===== config.mk =====
export PLATFORM = sky130hd
export DESIGN_NAME = limap_blend
export DESIGN_NICKNAME = d
export VERILOG_FILES = /design/src/rtl/limap_pkg.sv /design/src/rtl/limap_blend.sv
export SDC_FILE = /design/constraint.sdc
export NUM_CORES = 2
export LEC_CHECK = 0
export BUFFER_PORTS_ARGS = -buffer_cell sky130_fd_sc_hd__buf_4
export CELL_PAD_IN_SITES_DETAIL_PLACEMENT = 1
export CELL_PAD_IN_SITES_GLOBAL_PLACEMENT = 1
export CORE_ASPECT_RATIO = 1.2
export CORE_UTILIZATION = 45
export DETAILED_ROUTE_END_ITERATION = 10
export MAX_ROUTING_LAYER = met4
export PLACE_DENSITY_LB_ADDON = 0.15
export SYNTH_ARGS = -nofsm -noshare
export SYNTH_HDL_FRONTEND = slang
export SYNTH_SLANG_ARGS = --single-unit

===== constraint.sdc =====
create_clock -name clock -period 12.75 [get_ports clock]
set_clock_uncertainty 0.15 [all_clocks]
set_input_delay 0.6375 -clock clock [delete_from_list [all_inputs] [get_ports clock]]
set_output_delay 0.6375 -clock clock [all_outputs]
set_load 0.02 [all_outputs]

===== src/rtl/limap_pkg.sv =====
// Shared types, widths and register codes of the interpolated map block.
package limap_pkg;

   localparam int NUM_COMP = 4;
   localparam int COMP_W = 16;
   localparam int SAMPLE_W = 16;
   localparam int SCALE_W = 32;
   localparam int PROD_W = SAMPLE_W + SCALE_W;
   localparam int FRAC_W = 17;
   localparam int ADDR_W = 5;
   localparam int DATA_W = 32;

   localparam logic [FRAC_W-1:0] FRAC_ONE = FRAC_W'(65536);

   localparam logic KIND_WRITE = 1'b0;
   localparam logic KIND_APPLY = 1'b1;

   localparam logic MODE_NEAREST = 1'b0;
   localparam logic MODE_INTERP = 1'b1;

   localparam logic [2:0] REG_MODE = 3'd0;
   localparam logic [2:0] REG_DOMAIN_MIN = 3'd1;
   localparam logic [2:0] REG_INDEX_SCALE = 3'd2;
   localparam logic [2:0] REG_MAP_LENGTH = 3'd3;
   localparam logic [2:0] REG_COMPONENTS = 3'd4;

   typedef logic [NUM_COMP-1:0][COMP_W-1:0] entry_type;

   typedef struct packed {
      logic                mode;
      logic [SAMPLE_W-1:0] domain_min;
      logic [SCALE_W-1:0]  index_scale;
      logic [2:0]          ncomp;
   } cfg_type;

   typedef struct packed {
      logic en1;
      logic en2;
      logic en3;
      logic en4;
      logic en5;
   } pipe_en_type;

endpackage


===== src/rtl/limap_blend.sv =====
// Output stage: per-component linear blend into the result register.
module limap_blend (
   input  logic                         clock,
   input  logic                         reset,
   input  limap_pkg::pipe_en_type       en,
   input  logic [2:0]                   ncomp,
   input  logic                         v4,
   input  limap_pkg::entry_type         rd_a,
   input  limap_pkg::entry_type         rd_b,
   input  logic [limap_pkg::FRAC_W-1:0] s4_frac,
   output logic                         v5,
   output limap_pkg::entry_type         out_res
);
   import limap_pkg::*;

   logic                       v5_ff;
   entry_type                  res_ff;
   entry_type                  res_in;
   logic signed [COMP_W:0]     diff [NUM_COMP];
   logic signed [COMP_W+FRAC_W+1:0] mul [NUM_COMP];
   logic signed [COMP_W+FRAC_W+1:0] adj [NUM_COMP];

   // a + floor((b - a) * frac / 2^16) equals the truncated weighted sum
   always_comb begin
      for (int c = 0; c < NUM_COMP; c++) begin
         diff[c] = $signed({1'b0, rd_b[c]}) - $signed({1'b0, rd_a[c]});
         mul[c] = (COMP_W+FRAC_W+2)'(diff[c]) * (COMP_W+FRAC_W+2)'($signed({1'b0, s4_frac}));
         adj[c] = mul[c] >>> 16;
         if (3'(c) < ncomp) begin
            res_in[c] = rd_a[c] + adj[c][COMP_W-1:0];
         end else begin
            res_in[c] = '0;
         end
      end
   end

   always_ff @(posedge clock) begin
      if (reset) begin
         v5_ff <= 1'b0;
      end else if (en.en5) begin
         v5_ff <= v4;
      end
   end

   always_ff @(posedge clock) begin
      if (en.en5) begin
         res_ff <= res_in;
      end
   end

   assign v5 = v5_ff;
   assign out_res = res_ff;

endmodule


==> flow_summary.json <==
{
  "start_util": 0.4532,
  "hold_viol": 0,
  "dp_hpwl_um": 96310,
  "wl_um": 122100,
  "post-route-util": 0.4888,
  "crit_start": "rd_a[48]",
  "synth_top_family_by_area": "adder cells",
  "status": "finished, final reports clean",
  "grt_usage": 0.2699,
  "route.detailed.drc": 0,
  "final_cell_area_um2": 47250,
  "reg2regPathDepth": 2,
  "slew_violations": 0,
  "r2r-end": "v5",
  "netlist_instances": 4991,
  "setup.worst_path.class": "input pin to register",
  "worst_pin_slew_ns": 1.356,
  "synth_edf_count": 64,
  "async_flop_share": 0,
  "slew_headroom": 0.07245,
  "syn-num-nets": 6607,
  "synthAdderAreaFrac": 0.5713,
  "place_congestion": 0.8516,
  "cts_resized": 0,
  "cts_root_buf": "clkbuf_16",
  "clock.fmax_ghz": 0.08848,
  "cts_hold_buf": 0,
  "die_w_um": 286.8,
  "nNetsFinal": 6714,
  "htreeDepth": 3,
  "wl_per_cell_um": 19.15,
  "worstSkewPairLatency_ns": 0.42,
  "first_global_vias": 38080,
  "grt_max_degree": 69,
  "port_buffers": 216,
  "dr.first_iter.drc_count": 1096,
  "critical-path-max-stage-delay_ns": 1.06,
  "yosys.area_share.xor_xnor": 0.03471,
  "cp_common_cell": "fa_1",
  "ys_types": 70,
  "synth_warnings": 0,
  "die_h_um": 343.8,
  "tns_ns": 0,
  "crit_fanout": 12,
  "grt_pass1_wl_um": 201300,
  "viasPerCell": 5.215,
  "antenna_found_initial": 6,
  "setup_viol": 0,
  "r2r_start": "v5",
  "layout_common_cells": "inv_1, fa_1, nand2_1, ha_1, and2_1",
  "rsz0062_at_grt": "false",
  "antenna_left": 0,
  "syn_to_final_growth_pct": 7.876,
  "io_pins": 221,
  "synth-compound-area-share": 0.05813,
  "finalCritPeriodShare": 0.8864,
  "arrival_ns": 11.44,
  "post_cts_buffers": 0,
  "cp.required_ns": 12.89,
  "drive_gt1_frac": 0.07251,
  "layout_commonest_cell": "inv_1",
  "period_minus_slack_ns": 11.30,
  "synthesis.area_um2": 43800,
  "path_clk_slew_ns": 0.07,
  "synthMuxAreaShare": 0.0007142,
  "cts_inserted_buffers": 9,
  "endpoint": "out_res[63]",
  "synth-seq-area-share": 0.04434,
  "cp-start-kind": "input pin",
  "hold-worst-slack_ns": 0.2169,
  "firstDrtPassIters": 5,
  "ys_ff_latch": 65,
  "syn_avg_cell_area_um2": 8.776,
  "cts_tree": "yes",
  "rows": 125,
  "grt_overflow": 0,
  "holdCritPathClass": "input pin to register",
  "vias": 33250,
  "cap_violations": 0,
  "cts_buffer_depth": 2,
  "cpMaxStageDelayCell": "a2111oi_0",
  "worst-r2r-setup-slack_ns": 12.01,
  "endpoint_kind": "register",
  "yosys.area_share.simple": 0.1735,
  "die-area_um2": 98590,
  "placed_cell_area_um2": 46980,
  "synth_top_flop_cell": "edfxtp_1",
  "core_area_um2": 96660,
  "cts.sinks": 65
}
## routing by layer
layer | vias to the layer above | global-route usage | share of wire
met1 | 17410 | 0.3263 | 0.42
met5 | - | - | 0
met3 | 150 | 0.02414 | 0.034
li1 | 15170 | - | -
met4 | 0 | 0.06771 | 0.021
met2 | 528 | 0.4822 | 0.53
## registers in the layout, summed over array words and instances (netlist names)
name     cells
v5           1
out_res     64
## cells in the mapped netlist (all sizes together) (40+ instances only)
library cell | n | share of area
xor2 | 59 | 0.012
xnor2 | 112 | 0.022
ha | 560 | 0.16
nand2b | 40 | 0.0057
a21oi | 121 | 0.014
inv | 1173 | 0.10
nor2b | 153 | 0.022
a21o | 51 | 0.0087
clkbuf | 196 | 0.017
and2 | 363 | 0.052
nor2 | 152 | 0.013
edfxtp | 64 | 0.044
nand2 | 659 | 0.056
o21ai | 59 | 0.0067
fa | 900 | 0.41
## how the worst min path moves through the flow
stage / from / end / slack (ns) / cells past startpoint
after floorplan: v5 / v5 / 0.43 / 2
after global placement: v5 / v5 / 0.33 / 2
after detailed placement: v5 / v5 / 0.34 / 2
after CTS: reset / v5 / 0.19 / 2
after global routing: reset / v5 / 0.20 / 2
final: reset / v5 / 0.22 / 2
## metrics by stage
step,cells,worst slack (ns)
floorplan,4991,2.816
global placement,6357,1.181
detailed placement,6357,1.070
CTS,6373,1.462
global route,6376,0.6921
finish,6377,1.448
## area by class of cell
cell class | count | area (um2)
fillers | 11460 | 49410
multi-input cells | 3557 | 36860
inverters | 1173 | 4403
repair buffers | 292 | 2192
flip-flops and latches | 65 | 1942
well taps | 1270 | 1589
clock buffers | 12 | 236.5
clock inverters | 4 | 20.02
diodes | 4 | 10.01
## critical path, delay by kind of cell
family	cells	cell delay, ns
adders and majority gates	10	3.79
AOI/OAI and AO/OA	14	4.16
buffers and inverters	8	0.93
and+or+nand+nor	8	1.14
xor gates and xnor gates	2	0.76
## logic make-up after synthesis
| logic type | after synthesis |
|---|---|
| buf+inv | 1369 |
| xor+xnor | 172 |
| mux | 3 |
| flops | 65 |
| fa+ha+maj | 1460 |
| simple gates | 1539 |
| compound gates | 383 |
Power is not shown: default switching activity piles up to over one toggle a cycle in this logic, so the estimate is an artifact.
