**config.mk**
```make
export PLATFORM = sky130hd
export DESIGN_NAME = limap_index
export DESIGN_NICKNAME = d
export VERILOG_FILES = /design/src/rtl/limap_pkg.sv /design/src/rtl/limap_index.sv
export SDC_FILE = /design/constraint.sdc
export NUM_CORES = 2
export LEC_CHECK = 0
export ABC_CLOCK_PERIOD_IN_PS = 16000
export BUFFER_PORTS_ARGS = -buffer_cell sky130_fd_sc_hd__buf_2
export CAP_MARGIN = 20
export CORE_ASPECT_RATIO = 1.4
export CORE_MARGIN = 1.5
export CORE_UTILIZATION = 35
export DETAILED_ROUTE_END_ITERATION = 16
export SYNTH_ARGS = -nofsm -noshare
export SYNTH_HDL_FRONTEND = slang
export SYNTH_SLANG_ARGS = --single-unit
```
**constraint.sdc**
```tcl
create_clock -name clock -period 16 [get_ports clock]
set_clock_uncertainty 0.2 [all_clocks]
set_input_delay 2.4 -clock clock [delete_from_list [all_inputs] [get_ports clock]]
set_output_delay 2.4 -clock clock [all_outputs]
set_load 0.02 [all_outputs]
```
**src/rtl/limap_pkg.sv**
```systemverilog
// Shared types, widths and register codes of the interpolated map block.
package limap_pkg;

   localparam int NUM_COMP = 4;
   localparam int COMP_W = 16;
   localparam int SAMPLE_W = 16;
   localparam int SCALE_W = 32;
   localparam int PROD_W = SAMPLE_W + SCALE_W;
   localparam int FRAC_W = 17;
   localparam int ADDR_W = 5;
   localparam int DATA_W = 32;

   localparam logic [FRAC_W-1:0] FRAC_ONE = FRAC_W'(65536);

   localparam logic KIND_WRITE = 1'b0;
   localparam logic KIND_APPLY = 1'b1;

   localparam logic MODE_NEAREST = 1'b0;
   localparam logic MODE_INTERP = 1'b1;

   localparam logic [2:0] REG_MODE = 3'd0;
   localparam logic [2:0] REG_DOMAIN_MIN = 3'd1;
   localparam logic [2:0] REG_INDEX_SCALE = 3'd2;
   localparam logic [2:0] REG_MAP_LENGTH = 3'd3;
   localparam logic [2:0] REG_COMPONENTS = 3'd4;

   typedef logic [NUM_COMP-1:0][COMP_W-1:0] entry_type;

   typedef struct packed {
      logic                mode;
      logic [SAMPLE_W-1:0] domain_min;
      logic [SCALE_W-1:0]  index_scale;
      logic [2:0]          ncomp;
   } cfg_type;

   typedef struct packed {
      logic en1;
      logic en2;
      logic en3;
      logic en4;
      logic en5;
   } pipe_en_type;

endpackage

```
**src/rtl/limap_index.sv**
```systemverilog
// Front stages: input register, offset times slope, position clamp and index split.
module limap_index #(
   parameter int MAP_DEPTH = 256,
   localparam int IW = (MAP_DEPTH > 1) ? $clog2(MAP_DEPTH) : 1,
   localparam int LEN_W = $clog2(MAP_DEPTH + 1)
) (
   input  logic                          clock,
   input  logic                          reset,
   input  limap_pkg::pipe_en_type        en,
   input  limap_pkg::cfg_type            cfg,
   input  logic [LEN_W-1:0]              len_eff,
   input  logic                          in_valid,
   input  logic                          in_kind,
   input  logic [limap_pkg::SAMPLE_W-1:0] in_sample,
   input  logic [7:0]                    in_index,
   input  limap_pkg::entry_type          in_entry,
   output logic                          v1,
   output logic                          v2,
   output logic                          v3,
   output logic                          s3_apply,
   output logic                          s3_wr_ok,
   output logic [IW-1:0]                 s3_widx,
   output limap_pkg::entry_type          s3_wdata,
   output logic [IW-1:0]                 s3_i0,
   output logic [IW-1:0]                 s3_i1,
   output logic [limap_pkg::FRAC_W-1:0]  s3_frac
);
   import limap_pkg::*;

   // stage 1: input register
   logic                v1_ff;
   logic                kind1_ff;
   logic [SAMPLE_W-1:0] sample1_ff;
   logic [7:0]          idx1_ff;
   entry_type           entry1_ff;

   // stage 2: position product
   logic                v2_ff;
   logic                kind2_ff;
   logic [PROD_W-1:0]   prod2_ff;
   logic                wr_ok2_ff;
   logic [IW-1:0]       widx2_ff;
   entry_type           entry2_ff;
   logic [SAMPLE_W-1:0] offset_in;
   logic [PROD_W-1:0]   prod_in;
   logic                wr_ok_in;

   // stage 3: table indexes and blend weight
   logic                v3_ff;
   logic                kind3_ff;
   logic                wr_ok3_ff;
   logic [IW-1:0]       widx3_ff;
   entry_type           entry3_ff;
   logic [IW-1:0]       i0_ff;
   logic [IW-1:0]       i1_ff;
   logic [FRAC_W-1:0]   frac_ff;
   logic [IW-1:0]       i0_in;
   logic [IW-1:0]       i1_in;
   logic [FRAC_W-1:0]   frac_in;
   logic [31:0]         hi;
   logic [LEN_W-1:0]    last;
   logic                hi_ge_last;

   always_ff @(posedge clock) begin
      if (reset) begin
         v1_ff <= 1'b0;
         v2_ff <= 1'b0;
         v3_ff <= 1'b0;
      end else begin
         if (en.en1) v1_ff <= in_valid;
         if (en.en2) v2_ff <= v1_ff;
         if (en.en3) v3_ff <= v2_ff;
      end
   end

   always_ff @(posedge clock) begin
      if (en.en1) begin
         kind1_ff <= in_kind;
         sample1_ff <= in_sample;
         idx1_ff <= in_index;
         entry1_ff <= in_entry;
      end
   end

   // samples below the domain minimum land on position zero
   assign offset_in = (sample1_ff > cfg.domain_min) ? (sample1_ff - cfg.domain_min) : '0;
   assign prod_in = PROD_W'(offset_in) * PROD_W'(cfg.index_scale);
   assign wr_ok_in = {24'd0, idx1_ff} < MAP_DEPTH;

   always_ff @(posedge clock) begin
      if (en.en2) begin
         kind2_ff <= kind1_ff;
         prod2_ff <= prod_in;
         wr_ok2_ff <= wr_ok_in;
         widx2_ff <= IW'(idx1_ff);
         entry2_ff <= entry1_ff;
      end
   end

   // saturating at the table end only matters through the integer part
   assign hi = prod2_ff[PROD_W-1:16];
   assign last = len_eff - LEN_W'(1);
   assign hi_ge_last = hi >= 32'(last);

   always_comb begin
      i0_in = '0;
      i1_in = '0;
      frac_in = '0;
      if (cfg.mode == MODE_NEAREST) begin
         i0_in = hi_ge_last ? IW'(last) : hi[IW-1:0];
         i1_in = i0_in;
      end else if (len_eff == LEN_W'(1)) begin
         // single entry map: entry zero unblended
         i0_in = '0;
      end else if (hi_ge_last) begin
         // at or past the last entry: blend fully toward it
         i0_in = IW'(len_eff - LEN_W'(2));
         i1_in = IW'(last);
         frac_in = FRAC_ONE;
      end else begin
         i0_in = hi[IW-1:0];
         i1_in = hi[IW-1:0] + IW'(1);
         frac_in = {1'b0, prod2_ff[15:0]};
      end
   end

   always_ff @(posedge clock) begin
      if (en.en3) begin
         kind3_ff <= kind2_ff;
         wr_ok3_ff <= wr_ok2_ff;
         widx3_ff <= widx2_ff;
         entry3_ff <= entry2_ff;
         i0_ff <= i0_in;
         i1_ff <= i1_in;
         frac_ff <= frac_in;
      end
   end

   assign v1 = v1_ff;
   assign v2 = v2_ff;
   assign v3 = v3_ff;
   assign s3_apply = kind3_ff == KIND_APPLY;
   assign s3_wr_ok = wr_ok3_ff;
   assign s3_widx = widx3_ff;
   assign s3_wdata = entry3_ff;
   assign s3_i0 = i0_ff;
   assign s3_i1 = i1_ff;
   assign s3_frac = frac_ff;

endmodule

```
==> impl_metrics.yaml <==
run_status:
  status: "finished clean"
place:
  dp_cells: 3807
  pre_cts_slack_ns: 4.07
  gp_congestion: 0.855
  dp_hpwl_mm: 55.3
  io_buffers: 261
cts:
  cts-root-buf: "clkbuf_16"
  htreeDepth: 2
  numCtsBuffers: 34
  clock_latency_ns: 0.55
  cts.hold.buffers_added: 0
  clock_path_buffers: 3
  cts_tree: "yes"
  path_clk_slew_ns: 0.06
  cts_setup_buffers: 0
  cts_num_sinks: 319
  cts_resized: 0
grt:
  grt.total_usage_pct: 18.1
  grt_pass1_wl_mm: 115
  grt_antenna_before_repair: 4
  grt_max_degree: 69
  overflow: 0
  grt_pass1_vias: 20818
setup_path:
  path_max_fanout: 41
  critPathTopFamily: "adder cells"
  cpMaxStageDelayCell: "o21ai_4"
  r2r-end: "prod2_ff[44]"
  path_class: "input port to flip-flop"
  cp.depth: 31
  crit_path_frequent_cell: "fa_1"
  critPathBufInv: 6
  cp-start-kind: "input port"
  r2r-start: "sample1_ff[0]"
  reg2reg_depth: 31
  slowest_delay_ns: 0.63
  endpoint_kind: "flip-flop"
  cp-startpoint: "cfg[35]"
  worstPathRequired_ns: 16.07
  critPathCapture: "prod2_ff[44]"
  reg2reg_slack_ns: 6.12
  worstPathArrival_ns: 11.56
timing:
  setup_viol: 0
  finalSetupTns_ns: 0
  rsz0062_at_grt: "no"
  fmax_mhz: 87.1
  tightest_slew_ns: 1.03
  hold_viol: 0
  slew_headroom_pct: 31.1
  fin_ws_ns: 4.52
  finalCritPeriodShare_pct: 71.8
  fin_crit_ns: 11.48
  maxSlewViolCount: 0
floorplan:
  fp-row-count: 122
  coreArea_sq_um: 79200
  ios: 268
  fp.dieW_um: 243
  dieArea_sq_um: 82100
  die_height_um: 338
  initial_utilization_pct: 35.5
synthesis:
  synth_seq_area_share_pct: 34.0
  netlist.area_leader.share_pct: 33.8
  avgSynthCellArea_sq_um: 10.9
  netlist_top_cells_area: "edfxtp_1, fa_1, ha_1, inv_1, nand2_1"
  yosys.area.top_type: "edfxtp_1"
  syn_inst: 2589
  syn_area_sq_um: 28100
  synth_cell_types: 70
  synth_edf_count: 316
  async_reset_ff_share_pct: 0
  yosys_warnings: 0
  synthFlopType: "edfxtp_1"
  syn-num-nets: 3316
  ys_ff_latch: 319
layout:
  nets: 3516
  final_cell_mix: "inv_1, fa_1, nand2_1"
  layout_commonest_cell: "inv_1"
  area_growth_pct: 12.6
  drive_above_1_share_pct: 13.0
  instances_no_fill: 3867
routing:
  wire_per_inst_um: 18.7
  wl_mm: 72.4
  drtIter0Drc: 1023
  post-route-drc-count: 0
  vias: 19362
  postRouteAntennaNets: 0
  via_per_inst: 5.01
  dr.pass1.iters: 6
flow_run:
  maxCapViolations: 0
min_path:
  worst_hold_path_type: "flip-flop to flip-flop"
==> per-layer routing <==
| layer | global-route usage (%) | up-vias | share of wire (%) |
|---|---|---|---|
| met5 | 0 | - | 0 |
| met1 | 20.5 | 9764 | 37 |
| met3 | 2.43 | 200 | 5.7 |
| li1 | - | 8695 | - |
| met4 | 8.68 | 0 | 5.2 |
| met2 | 33.4 | 703 | 52 |
==> worst min path at each step <==
| stage | from | end | slack (ns) | depth (start not counted) |
|---|---|---|---|---|
| after global routing | entry1_ff[0] | entry2_ff[0] | 0.18 | 0 |
| after floorplan | entry1_ff[0] | entry2_ff[0] | 0.20 | 0 |
| after global placement | idx1_ff[7] | widx2_ff[7] | 0.20 | 0 |
| final | entry1_ff[40] | entry2_ff[40] | 0.19 | 0 |
| after detailed placement | entry1_ff[11] | entry2_ff[11] | 0.20 | 0 |
| after CTS | entry1_ff[40] | entry2_ff[40] | 0.18 | 0 |
==> synth_stat cells (7+ instances only) <==
cell type and count:
o22ai_1 9, mux2i_1 7, buf_2 36, edfxtp_1 316, o21bai_1 7, nand2_1 355
nand4_1 17, and2_1 102, a221oi_1 9, nor2_1 115, a21oi_1 88, a211oi_1 13
inv_1 471, and3_1 85, nor2b_1 9, a31oi_1 11, o21a_1 17, xnor2_1 31
a21o_1 27, fa_1 419, nor3_1 21, ha_1 150, nand3_1 29, nor4_1 10
clkbuf_1 76, o21ai_0 32, xor2_1 30
==> final cells by class <==
| type | instances | area, sq um |
|---|---|---|
| fillers | 7718 | 47600 |
| multi-input cells | 1675 | 16400 |
| flip-flops and latches | 319 | 9550 |
| inverters | 472 | 1770 |
| repair buffers | 287 | 1510 |
| well taps | 1054 | 1320 |
| clock buffers | 39 | 870 |
| clock inverters | 20 | 260 |
| diodes | 1 | 2.50 |
==> logic make-up (layout without fill, tap and decap cells) <==
logic type | after synthesis | count (layout) | share of synthesized area, %
AOI/OAI and AO/OA | 265 | 265 | 6.18
xor gates and xnor gates | 61 | 61 | 1.90
adders and majority gates | 569 | 569 | 36.5
buffers and inverters | 595 | 818 | 8.21
DFF | 319 | 319 | 34.0
muxes | 8 | 8 | 0.303
other | 1 | 2 | 0.0133
and+or+nand+nor | 771 | 771 | 12.9
==> flip-flops by register name, summed over array words and instances (netlist names) <==
signal	cells
kind1_ff	1
v2	1
sample1_ff	16
idx1_ff	8
widx2_ff	8
v3	1
kind2_ff	1
s3_apply	1
prod2_ff	48
s3_frac	17
s3_i1	8
entry2_ff	64
s3_widx	8
v1	1
s3_i0	8
s3_wdata	64
entry1_ff	64
==> per-stage QoR <==
stage / cell area (sq um) / utilization [%] / hold WS [ns]
after global placement: 30500 / 38.5 / 0.200
after CTS: 31600 / 39.9 / 0.177
after floorplan: 28100 / - / 0.200
final: 31600 / 39.9 / 0.193
after detailed placement: 30500 / 38.5 / 0.205
after global routing: 31600 / 39.9 / 0.183
Power is left out: the tool's default activity adds up to more than one toggle a clock period on the data nets, which glitch-free logic cannot reach.
